`src/design/svpwm_pkg.sv`:
```
// ----------------------------------------------------------------------------
// svpwm_pkg
// shared types, constants and helpers for the space vector pwm duty block
// ----------------------------------------------------------------------------
`default_nettype none

package svpwm_pkg;

  // default sample width (Q1.15)
  localparam int unsigned VALUE_WIDTH_DEF = 16;

  // front-to-back queue depth
  localparam int unsigned QUEUE_DEPTH = 2;

  // sector codes (sign code c*4+b*2+a)
  localparam logic [2:0] SEC_DEG0 = 3'd0;
  localparam logic [2:0] SEC_1    = 3'd1;
  localparam logic [2:0] SEC_2    = 3'd2;
  localparam logic [2:0] SEC_3    = 3'd3;
  localparam logic [2:0] SEC_4    = 3'd4;
  localparam logic [2:0] SEC_5    = 3'd5;
  localparam logic [2:0] SEC_6    = 3'd6;
  localparam logic [2:0] SEC_DEG7 = 3'd7;

  // round(sqrt(3)/2 * 2^f), worked out at elaboration
  function automatic longint unsigned sqrt3_half(input int unsigned f);
    longint unsigned n;
    longint unsigned r;
    longint unsigned b;
    n = longint'(3) << (2 * f - 2);
    r = 0;
    b = longint'(1) << 62;
    while (b > n) b = b >> 2;
    while (b != 0) begin
      if (n >= r + b) begin
        n = n - (r + b);
        r = (r >> 1) + b;
      end else begin
        r = r >> 1;
      end
      b = b >> 2;
    end
    if (n > r) r = r + 1;
    return r;
  endfunction

endpackage

`default_nettype wire

```
`src/design/svpwm_front.sv`:
```
// ----------------------------------------------------------------------------
// svpwm_front
// forms y and z, classifies the sector and picks the two active times
// ----------------------------------------------------------------------------
`default_nettype none

module svpwm_front
  import svpwm_pkg::*;
#(
  parameter int unsigned VALUE_WIDTH = VALUE_WIDTH_DEF
) (
  input  wire logic                          clk,
  input  wire logic                          rst_n,
  input  wire logic                          req_vld,
  input  wire logic signed [VALUE_WIDTH-1:0] alpha,
  input  wire logic signed [VALUE_WIDTH-1:0] beta,
  output logic                               out_vld,
  output logic signed [VALUE_WIDTH+1:0]      t1,
  output logic signed [VALUE_WIDTH+1:0]      t2,
  output logic        [2:0]                  code
);

  localparam int unsigned F  = VALUE_WIDTH - 1;
  localparam int unsigned PW = 2 * VALUE_WIDTH + 2;
  localparam int unsigned TW = VALUE_WIDTH + 2;
  localparam logic signed [VALUE_WIDTH:0] K = (VALUE_WIDTH+1)'(sqrt3_half(F));

  logic                          s1_vld_r, s1_vld_nxt;
  logic signed [PW-1:0]          ka_r, ka_nxt;
  logic signed [VALUE_WIDTH-1:0] b_r;
  logic signed [PW-1:0]          hb;
  logic signed [PW-1:0]          ysum, zsum;
  logic signed [TW-1:0]          x, y, z;
  logic [2:0]                    code_c;
  logic                          vld_r;
  logic signed [TW-1:0]          t1_r, t2_r, t1_nxt, t2_nxt;
  logic [2:0]                    code_r;

  // stage 1: multiply by sqrt(3)/2
  assign ka_nxt     = PW'(K) * PW'(alpha);
  assign s1_vld_nxt = req_vld;

  always_ff @(posedge clk) begin
    if (!rst_n) begin
      s1_vld_r <= 1'b0;
    end else begin
      s1_vld_r <= s1_vld_nxt;
    end
    ka_r <= ka_nxt;
    b_r  <= beta;
  end

  // stage 2: y, z with round half up, sector code and active times
  assign hb   = PW'(b_r) <<< (F - 1);
  assign ysum = ka_r + hb + (PW'(1) <<< (F - 1));
  assign zsum = -ka_r + hb + (PW'(1) <<< (F - 1));
  assign x    = TW'(b_r);
  assign y    = TW'(ysum >>> F);
  assign z    = TW'(zsum >>> F);
  assign code_c = {y < 0, z < 0, x > 0};

  always_comb begin
    t1_nxt = '0;
    t2_nxt = '0;
    case (code_c)
      SEC_3:   begin t1_nxt = -z; t2_nxt = x;  end
      SEC_1:   begin t1_nxt = z;  t2_nxt = y;  end
      SEC_5:   begin t1_nxt = x;  t2_nxt = -y; end
      SEC_4:   begin t1_nxt = -x; t2_nxt = z;  end
      SEC_6:   begin t1_nxt = -y; t2_nxt = -z; end
      SEC_2:   begin t1_nxt = y;  t2_nxt = -x; end
      default: begin t1_nxt = '0; t2_nxt = '0; end
    endcase
  end

  always_ff @(posedge clk) begin
    if (!rst_n) begin
      vld_r <= 1'b0;
    end else begin
      vld_r <= s1_vld_r;
    end
    t1_r   <= t1_nxt;
    t2_r   <= t2_nxt;
    code_r <= code_c;
  end

  assign out_vld = vld_r;
  assign t1      = t1_r;
  assign t2      = t2_r;
  assign code    = code_r;

endmodule

`default_nettype wire

```
`src/design/svpwm_queue.sv`:
```
// ----------------------------------------------------------------------------
// svpwm_queue
// short request queue between the classifier and the duty back end
// ----------------------------------------------------------------------------
`default_nettype none

module svpwm_queue
  import svpwm_pkg::*;
#(
  parameter int unsigned WIDTH = 8,
  parameter int unsigned DEPTH = QUEUE_DEPTH
) (
  input  wire logic             clk,
  input  wire logic             rst_n,
  input  wire logic             wr_en,
  input  wire logic [WIDTH-1:0] wr_data,
  input  wire logic             rd_en,
  output logic                  rd_vld,
  output logic [WIDTH-1:0]      rd_data,
  output logic                  full
);

  localparam int unsigned AW = (DEPTH > 1) ? $clog2(DEPTH) : 1;

  logic [WIDTH-1:0] mem_r [DEPTH];
  logic [AW-1:0]    wp_r, wp_nxt, rp_r, rp_nxt;
  logic [AW:0]      cnt_r, cnt_nxt;
  logic             do_wr, do_rd;

  assign do_wr = wr_en && (cnt_r != (AW+1)'(DEPTH));
  assign do_rd = rd_en && (cnt_r != '0);

  // pointer and fill count update
  always_comb begin
    wp_nxt  = wp_r;
    rp_nxt  = rp_r;
    cnt_nxt = cnt_r;
    if (do_wr) wp_nxt = (wp_r == AW'(DEPTH - 1)) ? '0 : wp_r + 1'b1;
    if (do_rd) rp_nxt = (rp_r == AW'(DEPTH - 1)) ? '0 : rp_r + 1'b1;
    if (do_wr && !do_rd) cnt_nxt = cnt_r + 1'b1;
    if (do_rd && !do_wr) cnt_nxt = cnt_r - 1'b1;
  end

  always_ff @(posedge clk) begin
    if (!rst_n) begin
      wp_r  <= '0;
      rp_r  <= '0;
      cnt_r <= '0;
    end else begin
      wp_r  <= wp_nxt;
      rp_r  <= rp_nxt;
      cnt_r <= cnt_nxt;
    end
    if (do_wr) mem_r[wp_r] <= wr_data;
  end

  assign rd_vld  = (cnt_r != '0);
  assign rd_data = mem_r[rp_r];
  assign full    = (cnt_r == (AW+1)'(DEPTH));

endmodule

`default_nettype wire

```
`src/design/svpwm_back.sv`:
```
// ----------------------------------------------------------------------------
// svpwm_back
// overmodulation scaling by pipelined division, then duty mapping
// ----------------------------------------------------------------------------
`default_nettype none

module svpwm_back
  import svpwm_pkg::*;
#(
  parameter int unsigned VALUE_WIDTH = VALUE_WIDTH_DEF
) (
  input  wire logic                          clk,
  input  wire logic                          rst_n,
  input  wire logic                          in_vld,
  input  wire logic signed [VALUE_WIDTH+1:0] t1,
  input  wire logic signed [VALUE_WIDTH+1:0] t2,
  input  wire logic        [2:0]             code,
  output logic                               res_vld,
  output logic [VALUE_WIDTH-1:0]             duty_a,
  output logic [VALUE_WIDTH-1:0]             duty_b,
  output logic [VALUE_WIDTH-1:0]             duty_c,
  output logic [2:0]                         sector,
  output logic                               scaled
);

  localparam int unsigned F  = VALUE_WIDTH - 1;
  localparam int unsigned TW = VALUE_WIDTH + 2;
  // quotient bits: scaled times never exceed one
  localparam int unsigned QB = VALUE_WIDTH;
  // dividend / remainder width
  localparam int unsigned RW = TW + 1;
  localparam int unsigned NS = QB + 1;
  localparam int unsigned DW = TW + 4;
  localparam logic signed [TW-1:0] ONE = TW'(1) <<< F;

  // pipeline stage contents
  logic           v_r    [NS];
  logic [2:0]     c_r    [NS];
  logic           sc_r   [NS];
  logic [TW-1:0]  s_r    [NS];
  logic [TW-1:0]  a1_r   [NS];
  logic [TW-1:0]  a2_r   [NS];
  logic [RW-1:0]  r1_r   [NS];
  logic [RW-1:0]  r2_r   [NS];
  logic [QB-1:0]  q1_r   [NS];
  logic [QB-1:0]  q2_r   [NS];

  logic signed [TW:0] sum;
  logic               over;
  logic [DW+F-1:0]    n1_0, n2_0;

  // stage 0: sum check, set up the restoring division
  // dividend (t<<F) + s/2; its bits above the quotient preload the remainder
  assign sum  = (TW+1)'(t1) + (TW+1)'(t2);
  assign over = (sum > (TW+1)'(ONE)) && (code != SEC_DEG0) && (code != SEC_DEG7);
  assign n1_0 = ((DW+F)'($unsigned(t1)) << F) + (DW+F)'($unsigned(sum) >> 1);
  assign n2_0 = ((DW+F)'($unsigned(t2)) << F) + (DW+F)'($unsigned(sum) >> 1);

  always_ff @(posedge clk) begin
    if (!rst_n) begin
      v_r[0] <= 1'b0;
    end else begin
      v_r[0] <= in_vld;
    end
    c_r[0]  <= code;
    sc_r[0] <= over;
    s_r[0]  <= TW'(sum);
    a1_r[0] <= t1;
    a2_r[0] <= t2;
    r1_r[0] <= RW'(n1_0 >> QB);
    r2_r[0] <= RW'(n2_0 >> QB);
    q1_r[0] <= '0;
    q2_r[0] <= '0;
  end

  // stages 1..QB: one quotient bit each
  // dividend value t*2^F + s/2 rebuilt each stage from the carried t and s
  for (genvar g = 1; g < NS; g++) begin : g_div
    logic [DW+F-1:0] n1, n2;
    logic [RW:0]     p1, p2;
    logic            b1, b2;
    localparam int unsigned BI = QB - g;
    assign n1 = ((DW+F)'(a1_r[g-1]) << F) + (DW+F)'(s_r[g-1] >> 1);
    assign n2 = ((DW+F)'(a2_r[g-1]) << F) + (DW+F)'(s_r[g-1] >> 1);
    assign p1 = {r1_r[g-1], n1[BI]};
    assign p2 = {r2_r[g-1], n2[BI]};
    assign b1 = p1 >= (RW+1)'(s_r[g-1]);
    assign b2 = p2 >= (RW+1)'(s_r[g-1]);

    always_ff @(posedge clk) begin
      if (!rst_n) begin
        v_r[g] <= 1'b0;
      end else begin
        v_r[g] <= v_r[g-1];
      end
      c_r[g]  <= c_r[g-1];
      sc_r[g] <= sc_r[g-1];
      s_r[g]  <= s_r[g-1];
      a1_r[g] <= a1_r[g-1];
      a2_r[g] <= a2_r[g-1];
      r1_r[g] <= b1 ? RW'(p1 - (RW+1)'(s_r[g-1])) : RW'(p1);
      r2_r[g] <= b2 ? RW'(p2 - (RW+1)'(s_r[g-1])) : RW'(p2);
      q1_r[g] <= q1_r[g-1] | (QB'(b1) << BI);
      q2_r[g] <= q2_r[g-1] | (QB'(b2) << BI);
    end
  end

  // final stage: pick times, form duties, map phases
  logic signed [TW+1:0] e1, e2, da2, db2, dc2;
  logic [VALUE_WIDTH-1:0] da, db, dc, pa, pb, pc;
  logic                   scl;

  function automatic logic [VALUE_WIDTH-1:0] halve_clamp(input logic signed [TW+1:0] v);
    logic signed [TW+1:0] h;
    h = (v + (TW+2)'(1)) >>> 1;
    if (h < 0) return '0;
    if (h > (TW+2)'(ONE)) return VALUE_WIDTH'(ONE);
    return VALUE_WIDTH'(h);
  endfunction

  assign e1  = sc_r[NS-1] ? (TW+2)'(q1_r[NS-1]) : (TW+2)'(signed'(a1_r[NS-1]));
  assign e2  = sc_r[NS-1] ? (TW+2)'(q2_r[NS-1]) : (TW+2)'(signed'(a2_r[NS-1]));
  assign da2 = (TW+2)'(ONE) + e1 + e2;
  assign db2 = da2 - (e1 <<< 1);
  assign dc2 = db2 - (e2 <<< 1);
  assign da  = halve_clamp(da2);
  assign db  = halve_clamp(db2);
  assign dc  = halve_clamp(dc2);

  always_comb begin
    scl = sc_r[NS-1];
    case (c_r[NS-1])
      SEC_3:   begin pa = da; pb = db; pc = dc; end
      SEC_1:   begin pa = db; pb = da; pc = dc; end
      SEC_5:   begin pa = dc; pb = da; pc = db; end
      SEC_4:   begin pa = dc; pb = db; pc = da; end
      SEC_6:   begin pa = db; pb = dc; pc = da; end
      SEC_2:   begin pa = da; pb = dc; pc = db; end
      default: begin
        pa  = VALUE_WIDTH'(1) << (F - 1);
        pb  = VALUE_WIDTH'(1) << (F - 1);
        pc  = VALUE_WIDTH'(1) << (F - 1);
        scl = 1'b0;
      end
    endcase
  end

  logic                   vo_r;
  logic [VALUE_WIDTH-1:0] pa_r, pb_r, pc_r;
  logic [2:0]             co_r;
  logic                   so_r;

  always_ff @(posedge clk) begin
    if (!rst_n) begin
      vo_r <= 1'b0;
    end else begin
      vo_r <= v_r[NS-1];
    end
    pa_r <= pa;
    pb_r <= pb;
    pc_r <= pc;
    co_r <= c_r[NS-1];
    so_r <= scl;
  end

  assign res_vld = vo_r;
  assign duty_a  = pa_r;
  assign duty_b  = pb_r;
  assign duty_c  = pc_r;
  assign sector  = co_r;
  assign scaled  = so_r;

endmodule

`default_nettype wire

```
`src/design/space_vector_pwm_duty.sv`:
```
// ----------------------------------------------------------------------------
// space_vector_pwm_duty
// seven-segment space vector pwm duty calculator
// ----------------------------------------------------------------------------
// Usage: drive in_alpha/in_beta (signed Q1.F) with start high; a request is
// taken on any clock edge where busy is low. busy stays low in normal use:
// the block takes one request every cycle.
// A front end multiplies alpha by sqrt(3)/2, finds the sector and the two
// active times. A short queue feeds the back end, which divides both times
// by their sum bit by bit in a pipeline of VALUE_WIDTH stages (one quotient
// bit per stage), uses the quotients when the sum exceeds one, then maps
// centred duties onto the phases. Throughput is one request per cycle, set
// by the pipelined divider. out_valid marks each result for exactly one
// cycle; the receiver cannot stall, so results are never held. Reset clears
// all valid flags; no requests are lost or duplicated across the queue.
// ----------------------------------------------------------------------------
`default_nettype none

module space_vector_pwm_duty
  import svpwm_pkg::*;
#(
  parameter int unsigned VALUE_WIDTH = VALUE_WIDTH_DEF
) (
  input  wire logic                          clk,
  input  wire logic                          rst_n,
  input  wire logic                          start,
  output logic                               busy,
  input  wire logic signed [VALUE_WIDTH-1:0] in_alpha,
  input  wire logic signed [VALUE_WIDTH-1:0] in_beta,
  output logic                               out_valid,
  output logic [VALUE_WIDTH-1:0]             out_duty_a,
  output logic [VALUE_WIDTH-1:0]             out_duty_b,
  output logic [VALUE_WIDTH-1:0]             out_duty_c,
  output logic [2:0]                         out_sector_code,
  output logic                               out_was_scaled
);

  localparam int unsigned TW = VALUE_WIDTH + 2;
  localparam int unsigned QW = 2 * TW + 3;

  logic                 acc;
  logic                 f_vld;
  logic signed [TW-1:0] f_t1, f_t2;
  logic [2:0]           f_code;
  logic                 q_vld, q_full;
  logic [QW-1:0]        q_data;

  // back end never stalls, so the queue drains every cycle
  assign busy = q_full;
  assign acc  = start && !busy;

  svpwm_front #(.VALUE_WIDTH(VALUE_WIDTH)) u_front (
    .clk     (clk),
    .rst_n   (rst_n),
    .req_vld (acc),
    .alpha   (in_alpha),
    .beta    (in_beta),
    .out_vld (f_vld),
    .t1      (f_t1),
    .t2      (f_t2),
    .code    (f_code)
  );

  svpwm_queue #(.WIDTH(QW), .DEPTH(QUEUE_DEPTH)) u_queue (
    .clk     (clk),
    .rst_n   (rst_n),
    .wr_en   (f_vld),
    .wr_data ({f_t1, f_t2, f_code}),
    .rd_en   (1'b1),
    .rd_vld  (q_vld),
    .rd_data (q_data),
    .full    (q_full)
  );

  svpwm_back #(.VALUE_WIDTH(VALUE_WIDTH)) u_back (
    .clk     (clk),
    .rst_n   (rst_n),
    .in_vld  (q_vld),
    .t1      (q_data[QW-1 -: TW]),
    .t2      (q_data[TW+2 -: TW]),
    .code    (q_data[2:0]),
    .res_vld (out_valid),
    .duty_a  (out_duty_a),
    .duty_b  (out_duty_b),
    .duty_c  (out_duty_c),
    .sector  (out_sector_code),
    .scaled  (out_was_scaled)
  );

  // degenerate sectors never report scaling
  a_deg_noscale: assert property (@(posedge clk) disable iff (!rst_n)
    out_valid && (out_sector_code == SEC_DEG0 || out_sector_code == SEC_DEG7)
      |-> !out_was_scaled)
    else $error("scaling flagged on degenerate sector");

  // duties never exceed one
  a_duty_range: assert property (@(posedge clk) disable iff (!rst_n)
    out_valid |-> (out_duty_a <= (VALUE_WIDTH'(1) << (VALUE_WIDTH-1)))
               && (out_duty_b <= (VALUE_WIDTH'(1) << (VALUE_WIDTH-1)))
               && (out_duty_c <= (VALUE_WIDTH'(1) << (VALUE_WIDTH-1))))
    else $error("duty above full scale");

  // queue never overflows since the back end drains every cycle
  a_no_busy: assert property (@(posedge clk) disable iff (!rst_n) !busy)
    else $error("queue backed up");

endmodule

`default_nettype wire

```
`config.mk`:
```
export PLATFORM = sky130hd
export DESIGN_NAME = space_vector_pwm_duty
export DESIGN_NICKNAME = d
export VERILOG_FILES = /design/src/design/svpwm_pkg.sv /design/src/design/svpwm_front.sv /design/src/design/svpwm_queue.sv /design/src/design/svpwm_back.sv /design/src/design/space_vector_pwm_duty.sv
export SDC_FILE = /design/constraint.sdc
export NUM_CORES = 2
export LEC_CHECK = 0
export BUFFER_PORTS_ARGS = -buffer_cell sky130_fd_sc_hd__buf_2
export CORE_MARGIN = 1
export CORE_UTILIZATION = 45
export DETAILED_ROUTE_END_ITERATION = 10
export HOLD_SLACK_MARGIN = 0.1
export PLACE_DENSITY_LB_ADDON = 0.1
export SLEW_MARGIN = 15
export SYNTH_ARGS = -nofsm -noshare
export SYNTH_HDL_FRONTEND = slang
export SYNTH_SLANG_ARGS = --single-unit
```
`constraint.sdc`:
```
create_clock -name clk -period 12.24 [get_ports clk]
set_clock_uncertainty 0.15 [all_clocks]
set_input_delay 0.612 -clock clk [delete_from_list [all_inputs] [get_ports clk]]
set_output_delay 0.612 -clock clk [all_outputs]
set_load 0.01 [all_outputs]
```
==> impl_metrics.py <==
metrics = {
    "outcome": {
        "status": "completed",
    },
    "die": {
        "rows": 165,
        "initial_core_util": 0.453,
        "ios": 89,
        "die_x_um": 453,
        "die_h_um": 453,
        "core_um2": 202000,
        "die-area_um2": 205000,
    },
    "drt": {
        "drc_errors": 0,
        "wirelength_mm": 218,
        "viasPerCell": 5.16,
        "wl_per_cell_um": 18.0,
        "drt_iter0_drc": 3437,
        "route.vias.total": 62403,
        "drt_first_pass_iters": 6,
        "antenna_left": 0,
    },
    "clock_tree": {
        "ctsResizeCount": 0,
        "cts_tree": "done",
        "cts_buffers": 209,
        "cts_sinks": 2087,
        "insertion_delay_ns": 0.87,
        "clk_pin_slew_ns": 0.07,
        "h-tree-depth": 4,
        "postCtsSetupBuffers": 0,
        "cts_buffer_depth": 3,
        "cts-root-buf": "clkbuf_16",
    },
    "cells_and_area": {
        "layout_commonest_cell": "dfxtp_1",
        "stdcell_count": 12085,
        "fillers": 18125,
        "layout-area-overhead-vs-synth_pct": 12.4,
        "fin_area_um2": 103000,
        "nNetsFinal": 10275,
        "final_cell_mix": "2007 x dfxtp_1, 851 x ha_1, 836 x inv_1",
        "final_core_util": 0.509,
        "drive_gt1_frac": 0.0863,
    },
    "place": {
        "io_buffers": 88,
        "placed_cells": 11670,
        "place_area_um2": 95200,
        "finalWeightedCongestion": 0.881,
        "post-dp-hpwl_mm": 172,
    },
    "timing": {
        "setup_viol": 0,
        "post-route-min-period_ns": 9.06,
        "fmax_mhz": 110,
        "tns_ns": 0,
        "tightestPinTransition_ns": 1.20,
        "slew_violations": 0,
        "fin_crit_sh": 0.740,
        "rsz0062_at_grt": "false",
        "hold_viol": 0,
        "slew_headroom": 0.198,
    },
    "synth": {
        "ys_seq_area_frac": 0.464,
        "ys_seq_elements": 2087,
        "netlist_instances": 9033,
        "synth_edf_count": 78,
        "syn-cell-area_um2": 91600,
        "synth_ff_type": "dfxtp_1",
        "synthArstFlopShare": 0,
        "syn_avg_cell_area_um2": 10.1,
        "synth_cell_types": 98,
        "synth_nets": 10077,
        "ys_warn_count": 0,
    },
    "global_routing": {
        "track_usage": 0.210,
        "antenna_found_initial": 4,
        "grt_start_max_net_pins": 53,
        "grt_pass1_vias": 62637,
        "grt_pass1_wl_mm": 342,
        "grt.overflow.total": 0,
    },
    "critical_path": {
        "critPathMaxFanout": 20,
        "critical_path_class": "flip-flop to flip-flop",
        "arrival_ns": 9.71,
        "cp-end-kind": "flip-flop",
        "worst_path_most_repeated_cell": "ha_1",
        "worst_path_max_delay_cell": "dfxtp_2",
        "cp_top_family": "compound AO/OA/AOI/OAI gates",
        "crit_buf_inv": 4,
        "cp-start-kind": "flip-flop",
        "critPathLaunch": "u_back.sc_r[2][0]",
        "timing.rr.start": "u_back.sc_r[2][0]",
        "slowest_delay_ns": 0.67,
        "critPathRequiredTime_ns": 12.89,
    },
    "min_path": {
        "hp-class": "flip-flop to flip-flop",
        "worstHoldStart": "u_back.q1_r[0][226]",
    },
    "flow_run": {
        "max-cap-violations": 0,
    },
}
-- layer usage --
| metal | global-route usage | part of all wire | vias to the layer above | wire, um |
|---|---|---|---|---|
| li1 | - | - | 31707 | - |
| met1 | 0.268 | 0.46 | 29296 | 100000 |
| met2 | 0.365 | 0.47 | 1047 | 103000 |
| met3 | 0.0272 | 0.031 | 353 | 6750 |
| met4 | 0.0723 | 0.033 | 0 | 7280 |
| met5 | 0 | 0 | - | 0 |
-- cell families after synthesis --
logic type,after synthesis,synth area share
DFF,2087,0.464
and+or+nand+nor,2057,0.110
AOI/OAI and AO/OA,1908,0.132
adders and majority gates,1009,0.151
buffers and inverters,991,0.0409
xor gates and xnor gates,652,0.0623
muxes,329,0.0391
-- through the flow --
step                      hold slack [ns]  worst slack, ns
final                               0.153             3.18
after global routing                0.160             2.49
after CTS                           0.147             3.15
after detailed placement            0.162             3.17
after global placement              0.160             3.27
after floorplan                     0.160             4.46
-- final timing paths --
check	endpoint	slack (ns)	depth (start not counted)
hold / removal	u_back.q1_r[0][242]	0.15	0
setup / recovery	u_back.duty_b[3]	3.18	29
hold reg to reg	u_back.q1_r[0][242]	0.15	0
setup reg to reg	u_back.duty_b[3]	3.18	29
-- registers in the layout, indices dropped and copies added (netlist names), 17 cells and up, named ones only --
name           cells
u_back.sc_r       17
u_back.r2_r      303
u_back.v_r        17
u_back.s_r       288
u_front.t1        18
u_back.a1_r      306
u_back.q2_r      136
u_front.t2        18
u_back.a2_r      306
u_queue.mem_r     78
u_back.r1_r      303
u_back.c_r        51
u_back.q1_r      136
u_front.ka_r      31
-- final cells by class --
| type | instances | area, um2 | area share |
|---|---|---|---|
| diodes | 2 | 5.00 | 0.0000486 |
| clock buffers | 271 | 5820 | 0.0565 |
| clock inverters | 120 | 1780 | 0.0172 |
| inverters | 837 | 3140 | 0.0305 |
| multi-input cells | 5955 | 45500 | 0.441 |
| flip-flops and latches | 2087 | 42600 | 0.413 |
| well taps | 2672 | 3340 | 0.0325 |
| repair buffers | 141 | 893 | 0.00867 |
-- cells in the mapped netlist, drive strengths merged (114+ instances only) --
library cell / instances / area share
a21o: 233 / 0.019
a21oi: 621 / 0.034
clkbuf: 127 / 0.0052
dfxtp: 2009 / 0.44
fa: 158 / 0.035
ha: 851 / 0.12
inv: 837 / 0.034
mux2: 235 / 0.029
nand2: 417 / 0.017
nand2b: 114 / 0.0078
nand4: 125 / 0.0085
nor2: 665 / 0.027
nor2b: 120 / 0.0082
nor3: 144 / 0.0079
o21ai: 390 / 0.021
xnor2: 413 / 0.039
xor2: 239 / 0.023
-- repair_timing --
| action | in CTS | in global routing |
|---|---|---|
| hold buffers | 22 | 0 |
| setup endpoints to repair | 0 | 0 |
| endpoints found under the hold margin | 45 | 0 |
Power is left out: the tool's default activity adds up to more than one toggle a clock period on the data nets, which glitch-free logic cannot reach.
